<file path="src/hdl/gray_histogram_normalized_defines.svh">
// Assertion macros for the gray histogram block.
// Included by the top level; no other dependencies.
`ifndef GRAY_HISTOGRAM_NORMALIZED_DEFINES_SVH
`define GRAY_HISTOGRAM_NORMALIZED_DEFINES_SVH

`ifndef SYNTHESIS
// Check with reset masking.
`define GHN_ASSERT(lbl, clk, rst, prop, msg) \
  lbl: assert property (@(posedge clk) disable iff (rst) prop) else $error(msg);
// Check that also holds during reset.
`define GHN_ASSERT_ALWAYS(lbl, clk, prop, msg) \
  lbl: assert property (@(posedge clk) prop) else $error(msg);
`else
`define GHN_ASSERT(lbl, clk, rst, prop, msg)
`define GHN_ASSERT_ALWAYS(lbl, clk, prop, msg)
`endif

`endif

</file>
<file path="src/hdl/ghn_pkg.sv">
`timescale 1ns / 1ps
// Shared types and constants for the gray histogram block.
// No dependencies.
package ghn_pkg;

  localparam int HEIGHT_W   = 12;
  localparam int FIELD_W    = 8;
  localparam int OUT_CNT_W  = 24;

  localparam logic [HEIGHT_W-1:0] BAR_HEIGHT_RESET = 12'd400;

  typedef enum logic [1:0] {
    CMD_COUNT = 2'd0,
    CMD_READ  = 2'd1,
    CMD_CLEAR = 2'd2
  } cmd_t;

  typedef struct packed {
    logic busy;
    logic done;
  } div_status_t;

endpackage

</file>
<file path="src/hdl/ghn_divider.sv">
`timescale 1ns / 1ps
// Restoring divider for the bar height, one quotient bit per cycle.
// Depends on ghn_pkg. The quotient is known to fit in HEIGHT_W bits.
module ghn_divider #(
  parameter int DEN_W = 24
) (
  input  logic                               clk,
  input  logic                               rst,
  input  logic                               start,
  input  logic                               take,
  input  logic [DEN_W+ghn_pkg::HEIGHT_W-1:0] num,
  input  logic [DEN_W-1:0]                   den,
  output ghn_pkg::div_status_t               status,
  output logic [ghn_pkg::HEIGHT_W-1:0]       quotient
);

  localparam int HW     = ghn_pkg::HEIGHT_W;
  localparam int NW     = DEN_W + HW;
  localparam int STEP_W = $clog2(HW);

  logic [NW-1:0]     rem;
  logic [NW-1:0]     dsh;
  logic [STEP_W-1:0] step;
  logic              busy;
  logic              done;
  logic              fits;

  assign fits = rem >= dsh;

  always_ff @(posedge clk) begin
    if (rst) begin
      busy <= 1'b0;
      done <= 1'b0;
    end else if (start) begin
      rem      <= num;
      dsh      <= NW'(den) << (HW - 1);
      step     <= '0;
      quotient <= '0;
      // zero peak gives zero height
      busy     <= (den != '0);
      done     <= (den == '0);
    end else if (busy) begin
      if (fits) begin
        rem <= rem - dsh;
      end
      quotient <= {quotient[HW-2:0], fits};
      dsh      <= dsh >> 1;
      step     <= step + 1'b1;
      if (step == STEP_W'(HW - 1)) begin
        busy <= 1'b0;
        done <= 1'b1;
      end
    end else if (take) begin
      done <= 1'b0;
    end
  end

  assign status.busy = busy;
  assign status.done = done;

endmodule

</file>
<file path="config.mk">
export PLATFORM = sky130hd
export DESIGN_NAME = ghn_divider
export DESIGN_NICKNAME = d
export VERILOG_FILES = /design/src/hdl/gray_histogram_normalized_defines.svh /design/src/hdl/ghn_pkg.sv /design/src/hdl/ghn_divider.sv
export SDC_FILE = /design/constraint.sdc
export NUM_CORES = 1
export LEC_CHECK = 0
export ABC_CLOCK_PERIOD_IN_PS = 10700
export BUFFER_PORTS_ARGS = -buffer_cell sky130_fd_sc_hd__buf_2
export CAP_MARGIN = 20
export CORE_MARGIN = 1
export CORE_UTILIZATION = 60
export CTS_CLUSTER_SIZE = 25
export DETAILED_ROUTE_END_ITERATION = 8
export PLACE_DENSITY = 0.85
export SETUP_SLACK_MARGIN = 0.05
export SYNTH_ARGS = -nofsm -noshare
export SYNTH_HDL_FRONTEND = slang
export SYNTH_SLANG_ARGS = --single-unit
</file>
<file path="constraint.sdc">
create_clock -name clk -period 10.7 [get_ports clk]
set_clock_uncertainty 0.2 [all_clocks]
set_input_delay 1.605 -clock clk [delete_from_list [all_inputs] [get_ports clk]]
set_output_delay 1.605 -clock clk [all_outputs]
set_load 0.01 [all_outputs]
</file>
# After elaboration in Yosys (flattened, before gate mapping)
# Index checks and enable logic that the tools add are counted.
# totals
output_inout_bits	14
elab_cells	35
ff_bits	89
inputBits	64
# op_classes
reduce_logical	8
addsub	2
n_mux	14
bitwise_logic	1
eq_ne	2
order_cmp	1
# ops
cell	n
36-bit two-way mux	3
35-bit two-way mux	2
36-bit by 35-bit greater-or-equal comparator with 1-bit output	1
36-bit by 35-bit subtractor with 36-bit output	1
24-bit zero test	1
24-bit nonzero test	1
12-bit two-way mux	1
1-bit two-way mux	7
4-bit by 1-bit adder with 4-bit output (second input constant)	1
4-bit == test (second input constant)	1
4-bit two-way mux	1
2-bit AND reduction	2
2-bit nonzero test	2
3-bit by 2-bit inequality test with 1-bit output (second input constant)	1
3-bit AND reduction	1
3-bit nonzero test	1
1-bit NOT	1

# Longest topological paths before layout
# Gate-level depths: netlist (run 1).
# depth
depth_word	4
mapped_depth	11
mapped_depth_nobuf	11

# Worst setup path before layout (run 1)
# OpenSTA, ideal clock, no wires.
# synth_timing
path_kind	input to register
from	in start
to	reg rem[0], enable pin
arrival_ns	6.056
required_ns	10.061
setup_ns	0.439
cell_stages	4
setup_slack_ns	4.005
path_buffers	1
cell_sequence	clkbuf_1 > nor2_1 > nor2_1 > a21boi_1
# synth_via
elab_chain_cells	2
word_cells_on_any_way	3
cone_classes	reduce/logical (3)
# synth_lines
element	line_no	source
start, declared	ghn_divider.sv:9	input logic start,
2-bit nonzero test (no source line)	-	
3-bit AND reduction (no source line) *	-	
end signal, assigned	ghn_divider.sv:35	rem <= num;
end signal, assigned	ghn_divider.sv:44	rem <= rem - dsh;
end, declared	ghn_divider.sv:21	logic [NW-1:0] rem;
# Mark *: on every way between the ends. The rest lies on a longest branch, timed or not.
# A chain may end at the register's enable or synchronous reset.

# Final worst setup path (run 1)
# layout_timing
from	reg dsh[0]
to	reg rem[26], enable pin
# layout_via
elab_chain_cells	3
# layout_lines
element	line_no	source
start, declared	ghn_divider.sv:22	logic [NW-1:0] dsh;
start signal, assigned	ghn_divider.sv:36	dsh <= NW'(den) << (HW - 1);
start signal, assigned	ghn_divider.sv:47	dsh <= dsh >> 1;
36-bit by 35-bit greater-or-equal comparator with 1-bit output	ghn_divider.sv:28	assign fits = rem >= dsh;
2-bit nonzero test (no source line)	-	
3-bit AND reduction (no source line)	-	
# Every way passes these cells.

==> results by group, run 1 <==
Synthesis
  – Async S/R FF share, synth: 0
  – Ys Warns: 0
  – #FFs+latches synth: 89
  – Synthesized area: 5920 um2
  – Post-Syn Area per Cell: between 9 and 10 um2
  – Sequential share of the synthesized area: 0.448
  – Synthesized net count: 732
  – Post-synth EDFFs: 87
  – Cells after Synth: 631
  – Ys flop type: edfxtp_1
  – Synth unique cells: 60

Cells and area
  – Synthesis-to-finish area growth: 9.85%
  – Nets: 787
  – Share of layout cells above drive strength 1: 0.171
  – Finished Layout Cells: 820
  – Util after Layout: 0.691
  – Layout filler cell count: roughly 740
  – Commonest cells after routing, fill and taps aside: nand2_1 (87), edfxtp_1 (87), buf_2 (76), o21ai_0 (68), inv_1 (51)
  – Antenna cells: 0

Route
  – Via density: 5.88
  – Final ANT Viol Nets: 0
  – First-pass DRT Iterations: 5
  – Via count: 4,821
  – Final WL: approximately 13 mm
  – Iteration-0 DRC Markers: 376
  – Routed WL per cell: roughly 16 um
  – DRC: 0

STA
  – Setup Total Neg Slack: 0 ns
  – Final min period: 3.76 ns
  – # setup viols final: 0
  – Hold WS: 0.354 ns
  – RSZ-0062 raised after global routing: no
  – Fmax: 0.266 GHz
  – Fin crit share: 0.351
  – Slew @ Worst Pin: 1.00 ns
  – Pins Over Slew Limit: 0
  – Final Hold Fails: 0
  – Rel. slew slack: 0.331

Floorplan
  – Initial Utilization: 0.629
  – Die H: slightly above 100 um
  – Die width: 101 um
  – Std cell rows: 35
  – Total core area: 9420 um2
  – Die area: 10,300 um2
  – Io pins: between 70 and 80

Clock network
  – CTS Buf Count: 9
  – TritonCTS clock tree: done
  – Resized Gates After CTS: 0
  – CTS Hold Buffers Added: 0
  – CTS Buffer Depth: 2
  – Clk Latency, worst-skew pair: ~0.38 ns
  – CTS root buffer: clkbuf_8
  – Sink Count: 89
  – Reg clk slew, reported paths: 0.10 ns
  – Setup bufs post-CTS: 0
  – H-tree depth: 3

Placement
  – DP HPWL: 9.72 mm
  – Dpl cells: 804
  – Port buffer count: 77
  – GPL Wtd Cong: 0.899

Critical path
  – Kind of start point of the critical path: flip-flop
  – Crit Path Class: flip-flop to flip-flop
  – Arrival time at the worst endpoint: 3.61 ns
  – Worst setup path start: dsh[0]$_SDFFCE_PP0P_
  – Worst EP required: 10.55 ns
  – Critical path endpoint category: flip-flop
  – Critical R2R Launch: dsh[0]$_SDFFCE_PP0P_
  – Largest fanout on the critical path: 26

Global route
  – Global-route wire length before repair: 21.8 mm
  – GRT overflow: 0
  – Initial antenna violation count: 0
  – Vias in the first global route: 4,613
  – Overall Global Routing Usage: 0.278
  – Pin count of the biggest net entering global routing: 117

Power and ir drop
  – Leakage: 2.70 nW
  – Pwr Density: 145 nW/um2
  – Max VDD drop: 107 uV

Min path
  – Hold Path Origin: done$_SDFFE_PP0P_
  – Worst hold path type: flip-flop to flip-flop

Job
  – Max-cap violations: 0

Outcome
  – Status: finished, final reports clean
cells by family (layout without fill, tap and decap cells):
logic type / after synthesis / in the layout / share of synthesized area
flip-flops: 89 / 89 / 0.448
buffers and inverters: 87 / 147 / 0.0672
AO/OA/AOI/OAI: 185 / 185 / 0.198
AND/OR/NAND/NOR: 199 / 199 / 0.156
adder cells (fa/ha/maj): 37 / 37 / 0.0794
XOR/XNOR: 32 / 32 / 0.0473
multiplexers: 2 / 2 / 0.00338
flip-flops by register name, summed over array words and instances, names as in the netlist:
signal / count
busy: 1
done: 1
dsh: 35
quotient: 12
rem: 36
step: 4
power by group:
group | leakage [nW] | switching (mW) | internal [mW]
registers | 0.853 | 0.00978 | 0.420
clock network | 0.0981 | 0.143 | 0.0920
logic | 1.75 | 0.172 | 0.108
layer usage:
layer	vias to the layer above	part of all wire	wire (um)	GRT usage
met5	-	0	0	0
met3	30	0.081	1090	0.0524
met4	0	0.025	331	0.107
met2	197	0.45	6120	0.444
met1	2220	0.44	5930	0.379
li1	2374	-	-	-
final timing paths:
kind	depth (start not counted)	end	slack [ns]
setup / recovery	11	rem[26]$_DFFE_PP_	6.94
setup reg to reg	11	rem[26]$_DFFE_PP_	6.94
hold / removal	2	done$_SDFFE_PP0P_	0.35
hold reg to reg	2	done$_SDFFE_PP0P_	0.35
Yosys cell counts (all sizes together), types with 3 or more instances:
cell / n / area, um2
nand2: 89 / 339
a21oi: 37 / 208
nor2: 42 / 158
clkbuf: 21 / 83.8
and2: 3 / 18.8
xor2: 15 / 131
nand4: 13 / 81.3
o21bai: 11 / 82.6
nor4: 8 / 50.1
xnor2: 17 / 149
edfxtp: 87 / 2610
a211oi: 9 / 82.6
and3: 3 / 18.8
nand3: 9 / 45.0
nor3: 8 / 51.3
a21o: 16 / 120
inv: 51 / 191
a21boi: 3 / 22.5
a31oi: 7 / 50.1
buf: 15 / 123
o21a: 5 / 37.5
nor2b: 16 / 100
o21ai: 80 / 415
ha: 36 / 450
area by class of cell:
class / count / area, um2 / share of cell area
multi-input combinational: 455 / 2890 / 0.444
sequential: 89 / 2650 / 0.408
timing repair buffer: 80 / 410 / 0.0631
inverter: 51 / 191 / 0.0294
tap: 129 / 161 / 0.0248
clock buffer: 9 / 124 / 0.0190
clock inverter: 7 / 75.1 / 0.0115
worst max-delay path, cell delays in order (launching register included):
cell and delay (ns):
edfxtp_1 0.39, ha_1 0.22, fa_1 0.41, nor2b_1 0.20, o21bai_1 0.12, a21oi_1 0.24
o21ai_1 0.13, a21oi_2 0.22, nor2_1 0.10, o311a_1 0.39, a21boi_4 0.38, buf_4 0.43
stage by stage:
step / instance area [um2] / power (mW) / setup WS [ns]
2_1_floorplan: 5920 / 0.650 / 4.01
3_3_place_gp: 6310 / 0.701 / 6.96
3_5_place_dp: 6310 / 0.711 / 6.90
4_1_cts: 6500 / 0.946 / 6.95
5_1_grt: 6500 / 0.993 / 6.75
6_report: 6500 / 0.946 / 6.94
Power figures use the tool's default switching activity.
==> run 2, diff against run 1 <==
--- a/config.mk
+++ b/config.mk
@@ -5,14 +5,14 @@
 export SDC_FILE = /design/constraint.sdc
 export NUM_CORES = 1
 export LEC_CHECK = 0
-export ABC_CLOCK_PERIOD_IN_PS = 10700
+export ABC_CLOCK_PERIOD_IN_PS = 3880
 export BUFFER_PORTS_ARGS = -buffer_cell sky130_fd_sc_hd__buf_2
 export CAP_MARGIN = 20
 export CORE_MARGIN = 1
-export CORE_UTILIZATION = 60
+export CORE_UTILIZATION = 59
 export CTS_CLUSTER_SIZE = 25
 export DETAILED_ROUTE_END_ITERATION = 8
-export PLACE_DENSITY = 0.85
+export PLACE_DENSITY = 0.84
 export SETUP_SLACK_MARGIN = 0.05
 export SYNTH_ARGS = -nofsm -noshare
 export SYNTH_HDL_FRONTEND = slang
==> constraint.sdc (replaced) <==
create_clock -name clk -period 3.88 [get_ports clk]
set_clock_uncertainty 0.2 [all_clocks]
set_input_delay 0.582 -clock clk [delete_from_list [all_inputs] [get_ports clk]]
set_output_delay 0.582 -clock clk [all_outputs]
set_load 0.01 [all_outputs]
==> run 2 against run 1 <==
Effect of this change:
- fmax increased by 8.9%
- clock power increased by 150%
- non-clock buffer count increased by 2
- wire length decreased by 3.5%
- clock-buffer cell count increased by 1
- worst setup slack got worse by 6.5 ns
- die area increased by 1.7%
- hold slack got worse by 0.14 ns
- design area decreased by 0.12%
- sequential power increased to 2.7 times the previous value
- combinational power increased to 2.8 times the previous value
- critical path type unchanged
- critical endpoint is now rem[15]$_DFFE_PP_
- largest cell class unchanged
- largest power group unchanged
==> results by group, run 2 (synthesis gave the netlist of run 1 again) <==
Outcome
  – Status: finished, final reports clean

Floorplan
  – Initial Utilization: 0.609 (-0.0203)
  – Die area: 10,400 um2 (+1.7%)
  – Std cell rows: 36 (+2.9%)
  – Io pins: 78 (unchanged)
  – Die H: 102 um (+0.83%)
  – Die width: 102 um (+0.83%)
  – Total core area: 9730 um2 (+3.3%)

Critical path
  – Slowest stage delay, CP: 0.41 ns (-0.02 ns)
  – Kind of start point of the critical path: flip-flop
  – Critical R2R Launch: dsh[0]$_SDFFCE_PP0P_
  – Critical path endpoint category: flip-flop
  – Cells traversed along the worst timing path: ha_1, fa_1, nor2b_1, o21bai_1, a21oi_1, o21ai_1, a21oi_2, nor2_1, o311a_1, a21boi_4, buf_4
  – Crit Path Class: flip-flop to flip-flop
  – CP max-delay cell: fa_1
  – Worst EP required: 3.71 ns (-6.84 ns)
  – Arrival time at the worst endpoint: 3.29 ns (-0.32 ns)
  – Worst setup path start: dsh[0]$_SDFFCE_PP0P_
  – Largest fanout on the critical path: 26 (unchanged)

Route
  – Via count: 4,779 (-0.87%)
  – DRC: 0 (unchanged)
  – Final ANT Viol Nets: 0 (unchanged)
  – First-pass DRT Iterations: 5 (unchanged)
  – Routed WL per cell: 15.7 um (-4.2%)
  – Iteration-0 DRC Markers: 347 (-7.7%)
  – Via density: 5.79 (-1.6%)
  – Final WL: 13.0 mm (-3.5%)

STA
  – Setup Total Neg Slack: 0 ns (unchanged)
  – Final Hold Fails: 0 (unchanged)
  – Rel. slew slack: 0.434 (+0.103)
  – # setup viols final: 0 (unchanged)
  – RSZ-0062 raised after global routing: no
  – Final min period: 3.45 ns (-0.306 ns)
  – Fin crit share: 0.890 (+0.539)
  – Pins Over Slew Limit: 0 (unchanged)
  – Fmax: 0.290 GHz (+8.9%)
  – Slew @ Worst Pin: 0.841 ns (-0.162 ns)
  – Hold WS: 0.217 ns (-0.137 ns)

Global route
  – GRT overflow: 0 (unchanged)
  – Pin count of the biggest net entering global routing: 61 (-48%)
  – Met2 Use GR: 0.428 (-0.0158)
  – Overall Global Routing Usage: 0.264 (-0.0143)
  – Met1 Use GR: 0.351 (-0.0276)
  – Vias in the first global route: 4,637 (+0.52%)
  – Global-route wire length before repair: 21.4 mm (-2.2%)
  – Initial antenna violation count: 0 (unchanged)
  – Met3 Track Usage GR: 0.0465 (-0.00594)
  – Most Crowded Layer GR: met2

Placement
  – Port buffer count: 77 (unchanged)
  – GPL Wtd Cong: 0.911 (+1.3%)
  – DP HPWL: 9.76 mm (+0.39%)
  – Dpl cells: 810 (+0.75%)

Cells and area
  – Biggest register: rem
  – Share of layout cells above drive strength 1: 0.172 (+0.000950)
  – Antenna cells: 0 (unchanged)
  – Finished Layout Cells: 826 (+0.73%)
  – Layout filler cell count: 788 (+6.8%)
  – Commonest cells after routing, fill and taps aside: nand2_1 (87), edfxtp_1 (87), buf_2 (76), o21ai_0 (68), inv_1 (51)
  – Synthesis-to-finish area growth: 9.72%
  – Max FFs per register: 36 (unchanged)
  – Largest regs: rem: 36 flops, dsh: 35 flops, quotient: 12 flops
  – Nets: 789 (+0.25%)

Power and ir drop
  – Leakage: 2.70 nW (about the same)
  – Max VDD drop: 240 uV (+120%)
  – Pwr Density: 391 nW/um2 (+170%)

Clock network
  – CTS root buffer: clkbuf_8
  – Reg clk slew, reported paths: 0.09 ns (about the same)
  – Clk Latency, worst-skew pair: 0.37 ns (about the same)
  – CTS Buffer Depth: 2 (unchanged)
  – Sink Count: 89 (unchanged)
  – H-tree depth: 3 (unchanged)
  – CTS Buf Count: 9 (unchanged)
  – Resized Gates After CTS: 0 (unchanged)
  – CTS Hold Buffers Added: 0 (unchanged)
  – TritonCTS clock tree: done
  – Setup bufs post-CTS: 0 (unchanged)

Min path
  – Worst hold path type: primary input to flip-flop
  – Hold Path Origin: rst

Job
  – Max-cap violations: 0 (unchanged)
==> run 2: layer usage <==
layer | share of wire | up-vias | wire length [um]
li1 | - | 2371 | -
met1 | 0.45 | 2199 | 5880
met2 | 0.46 | 171 | 5960
met3 | 0.060 | 38 | 783
met4 | 0.029 | 0 | 377
met5 | 0 | - | 0
==> run 2: through the flow <==
step | power [mW] | instance area [um2] | utilization | setup WS [ns]
2_1_floorplan | 1.79 | 5930 | - | 0.156
3_3_place_gp | 1.94 | 6330 | 0.650 | 0.593
3_5_place_dp | 1.96 | 6330 | 0.650 | 0.440
4_1_cts | 2.53 | 6500 | 0.668 | 0.422
5_1_grt | 2.67 | 6500 | 0.668 | 0.182
6_report | 2.54 | 6500 | 0.668 | 0.426
==> run 2: path summary, 6_finish.rpt <==
check                      endpoint  cells after the start  slack, ns
setup / recovery  rem[15]$_DFFE_PP_                     11       0.43
hold / removal      busy$_SDFF_PP0_                      2       0.22
setup reg to reg  rem[15]$_DFFE_PP_                     11       0.43
hold reg to reg   done$_SDFFE_PP0P_                      2       0.33
==> run 2: worst max-delay path, delay by kind of cell, from the launching register on <==
family                     cells  cell delay (ns)
DFF                            1             0.40
AOI/OAI and AO/OA              6             1.23
adders and majority gates      2             0.64
and+or+nand+nor                2             0.27
buffers and inverters          1             0.35
==> run 2: layout make-up <==
cell class | count | area [um2] | area share
Multi-Input combinational cell | 455 | 2890 | 0.445
Timing Repair Buffer | 82 | 425 | 0.0655
Inverter | 51 | 191 | 0.0295
Clock buffer | 10 | 128 | 0.0196
Sequential cell | 89 | 2650 | 0.408
Tap cell | 133 | 166 | 0.0256
Clock inverter | 6 | 43.8 | 0.00674
==> run 2: report_power, final <==
part           switching, mW  total [mW]  internal [mW]
combinational          0.474       0.775          0.301
sequential            0.0254        1.18           1.16
clock                  0.346       0.582          0.236
total                  0.845        2.54           1.70
==> run 3, diff against run 2 <==
--- a/config.mk
+++ b/config.mk
@@ -8,8 +8,10 @@
 export ABC_CLOCK_PERIOD_IN_PS = 3880
 export BUFFER_PORTS_ARGS = -buffer_cell sky130_fd_sc_hd__buf_2
 export CAP_MARGIN = 20
+export CELL_PAD_IN_SITES_DETAIL_PLACEMENT = 1
+export CELL_PAD_IN_SITES_GLOBAL_PLACEMENT = 2
 export CORE_MARGIN = 1
-export CORE_UTILIZATION = 59
+export CORE_UTILIZATION = 37
 export CTS_CLUSTER_SIZE = 25
 export DETAILED_ROUTE_END_ITERATION = 8
 export PLACE_DENSITY = 0.84
==> constraint.sdc (replaced) <==
create_clock -name clk -period 3.88 [get_ports clk]
set_clock_uncertainty 0.2 [all_clocks]
set_input_delay 0.388 -clock clk [delete_from_list [all_inputs] [get_ports clk]]
set_output_delay 0.388 -clock clk [all_outputs]
set_load 0.01 [all_outputs]
==> run 3 against run 2 <==
Effect of this change:
- first-iteration DRC count fell by 37%
- design area up 3.7%
- critical path depth did not move
- die area up 58%
- total power up 14%
- non-clock buffer count increased by 1
- hold slack got worse by 0.17 ns
- sequential cell count stayed put
- final cell count grew 9.6%
- combinational power is 2% higher
- wire length rose by 21%
- largest cell class unchanged
==> results by group, run 3 (synthesis gave the netlist of run 1 again) <==
Outcome
  – Status: finished, final reports clean

Clock network
  – Reg clk slew, reported paths: 0.07 ns (-0.02 ns)
  – CTS Hold Buffers Added: 0 (unchanged)
  – H-tree depth: 3 (unchanged)
  – Clk Latency, worst-skew pair: 0.36 ns (about the same)
  – CTS root buffer: clkbuf_16
  – Sink Count: 89 (unchanged)
  – CTS Buf Count: 9 (unchanged)
  – Setup bufs post-CTS: 0 (unchanged)
  – Resized Gates After CTS: 0 (unchanged)
  – TritonCTS clock tree: done
  – CTS Buffer Depth: 2 (unchanged)

Floorplan
  – Initial Utilization: 0.384 (-0.225)
  – Die width: 129 um (+26%)
  – Die H: 129 um (+26%)
  – Std cell rows: 45 (+25%)
  – Io pins: 78 (unchanged)
  – Die area: 16,500 um2 (+58%)
  – Total core area: 15,400 um2 (+59%)

Min path
  – Worst hold path type: primary input to flip-flop
  – Hold depth: 2 (unchanged)
  – Endpoint, Worst Hold: busy$_SDFF_PP0_
  – Hold Path Origin: rst

Critical path
  – Arrival time at the worst endpoint: 3.25 ns (-0.04 ns)
  – Largest fanout on the critical path: 21 (-19%)
  – Cells traversed along the worst timing path: ha_1, fa_1, nor2b_1, o21bai_1, a21oi_1, o21ai_1, a21oi_2, nor2_1, o311a_1, a21boi_4, buf_4
  – Buffers & Inverters on Critical Path: 1 (unchanged)
  – CP max-delay cell: fa_1
  – Kind of start point of the critical path: flip-flop
  – Reg2reg setup slack: 0.45 ns (+0.02 ns)
  – Slowest stage delay, CP: 0.40 ns (about the same)
  – Crit Path Class: flip-flop to flip-flop
  – Reg2Reg Depth: 11 (unchanged)
  – Critical path endpoint category: flip-flop
  – R2r endpoint: rem[5]$_DFFE_PP_
  – CP top delay family: compound AO/OA/AOI/OAI gates
  – Worst EP required: 3.70 ns (about the same)
  – Critical R2R Launch: dsh[0]$_SDFFCE_PP0P_

Global route
  – Vias in the first global route: 5,095 (+9.9%)
  – GRT overflow: 0 (unchanged)
  – Global-route wire length before repair: 25.7 mm (+20%)
  – Overall Global Routing Usage: 0.201 (-0.0636)
  – Pin count of the biggest net entering global routing: 79 (+30%)
  – Initial antenna violation count: 0 (unchanged)

Cells and area
  – Commonest cells after routing, fill and taps aside: nand2_1 (87), edfxtp_1 (87), buf_2 (76), o21ai_0 (68), inv_1 (51)
  – Max FFs per register: 36 (unchanged)
  – Antenna cells: 0 (unchanged)
  – Layout filler cell count: 1,841 (+130%)
  – Final instance area: 6740 um2 (+3.7%)
  – Synthesis-to-finish area growth: 13.7%
  – Nets: 790 (+0.13%)
  – Largest regs: rem: 36 flops, dsh: 35 flops, quotient: 12 flops
  – Share of layout cells above drive strength 1: 0.173 (+0.00119)
  – Util after Layout: 0.437 (-0.231)
  – Biggest register: rem

STA
  – Final WS setup: 0.451 ns (+0.0245 ns)
  – # setup viols final: 0 (unchanged)
  – RSZ-0062 raised after global routing: no
  – Pins Over Slew Limit: 0 (unchanged)
  – Rel. slew slack: 0.552 (+0.118)
  – Setup Total Neg Slack: 0 ns (unchanged)
  – Fmax: 0.292 GHz (+0.71%)
  – Fin crit share: 0.884 (-0.00632)
  – Final min period: 3.43 ns (-0.0245 ns)
  – Final Hold Fails: 0 (unchanged)
  – Slew @ Worst Pin: 0.672 ns (-0.169 ns)

Route
  – Final ANT Viol Nets: 0 (unchanged)
  – Via density: 5.28 (-8.8%)
  – Iteration-0 DRC Markers: 218 (-37%)
  – First-pass DRT Iterations: 4 (-1)
  – Routed WL per cell: 17.4 um (+10%)
  – Final WL: 15.7 mm (+21%)
  – Via count: 4,776 (-0.063%)
  – DRC: 0 (unchanged)

Placement
  – Port buffer count: 77 (unchanged)
  – DP HPWL: 11.7 mm (+20%)
  – GPL Wtd Cong: 0.842 (-7.6%)
  – Dpl cell area: 6430 um2 (+1.7%)
  – Post-place setup slack: 0.414 ns (-0.0266 ns)

Power and ir drop
  – Leakage: 2.76 nW (+2.4%)
  – Pwr Density: 430 nW/um2 (+9.9%)
  – Max VDD drop: 309 uV (+28%)

Job
  – Max-cap violations: 0 (unchanged)
run 3: cell count changes in the layout (fill, tap and decap cells not counted), sizes merged:
cell	change
bufinv	+1
buf	+1
clkinv	-1
run 3: per-stage QoR:
stage	std cells	power (mW)	hold slack, ns
2_1_floorplan	631	1.79	0.260
3_3_place_gp	889	1.97	0.279
3_5_place_dp	889	1.99	0.303
4_1_cts	905	2.92	0.0365
5_1_grt	905	3.04	0.0456
6_report	905	2.89	0.0511
run 3: worst max path at each step:
stage | startpoint | endpoint | cells past startpoint
2_1_floorplan | dsh[0]$_SDFFCE_PP0P_ | rem[0]$_DFFE_PP_ | 10
3_3_place_gp | dsh[0]$_SDFFCE_PP0P_ | rem[10]$_DFFE_PP_ | 11
3_5_place_dp | dsh[0]$_SDFFCE_PP0P_ | rem[6]$_DFFE_PP_ | 11
4_1_cts | dsh[0]$_SDFFCE_PP0P_ | rem[5]$_DFFE_PP_ | 11
5_1_grt | dsh[0]$_SDFFCE_PP0P_ | rem[5]$_DFFE_PP_ | 11
6_report | dsh[0]$_SDFFCE_PP0P_ | rem[5]$_DFFE_PP_ | 11
run 3: power by group:
group | total, mW | internal, mW | switching, mW
sequential | 1.19 | 1.16 | 0.0269
combinational | 0.794 | 0.302 | 0.492
clock | 0.914 | 0.509 | 0.405
total | 2.89 | 1.97 | 0.924
run 3: final cells by class:
| class | instances | area (um2) | area share |
|---|---|---|---|
| Clock buffer | 10 | 229 | 0.0340 |
| Clock inverter | 6 | 75.1 | 0.0111 |
| Inverter | 51 | 191 | 0.0284 |
| Multi-Input combinational cell | 455 | 2890 | 0.429 |
| Sequential cell | 89 | 2650 | 0.394 |
| Tap cell | 211 | 264 | 0.0392 |
| Timing Repair Buffer | 83 | 433 | 0.0643 |
run 3: per-layer routing:
metal / share of wire / GRT usage / vias to the layer above
met5: 0 / 0 / -
met4: 0.0094 / 0.0533 / 0
met3: 0.045 / 0.0424 / 10
met2: 0.47 / 0.329 / 91
met1: 0.48 / 0.269 / 2308
li1: - / - / 2367
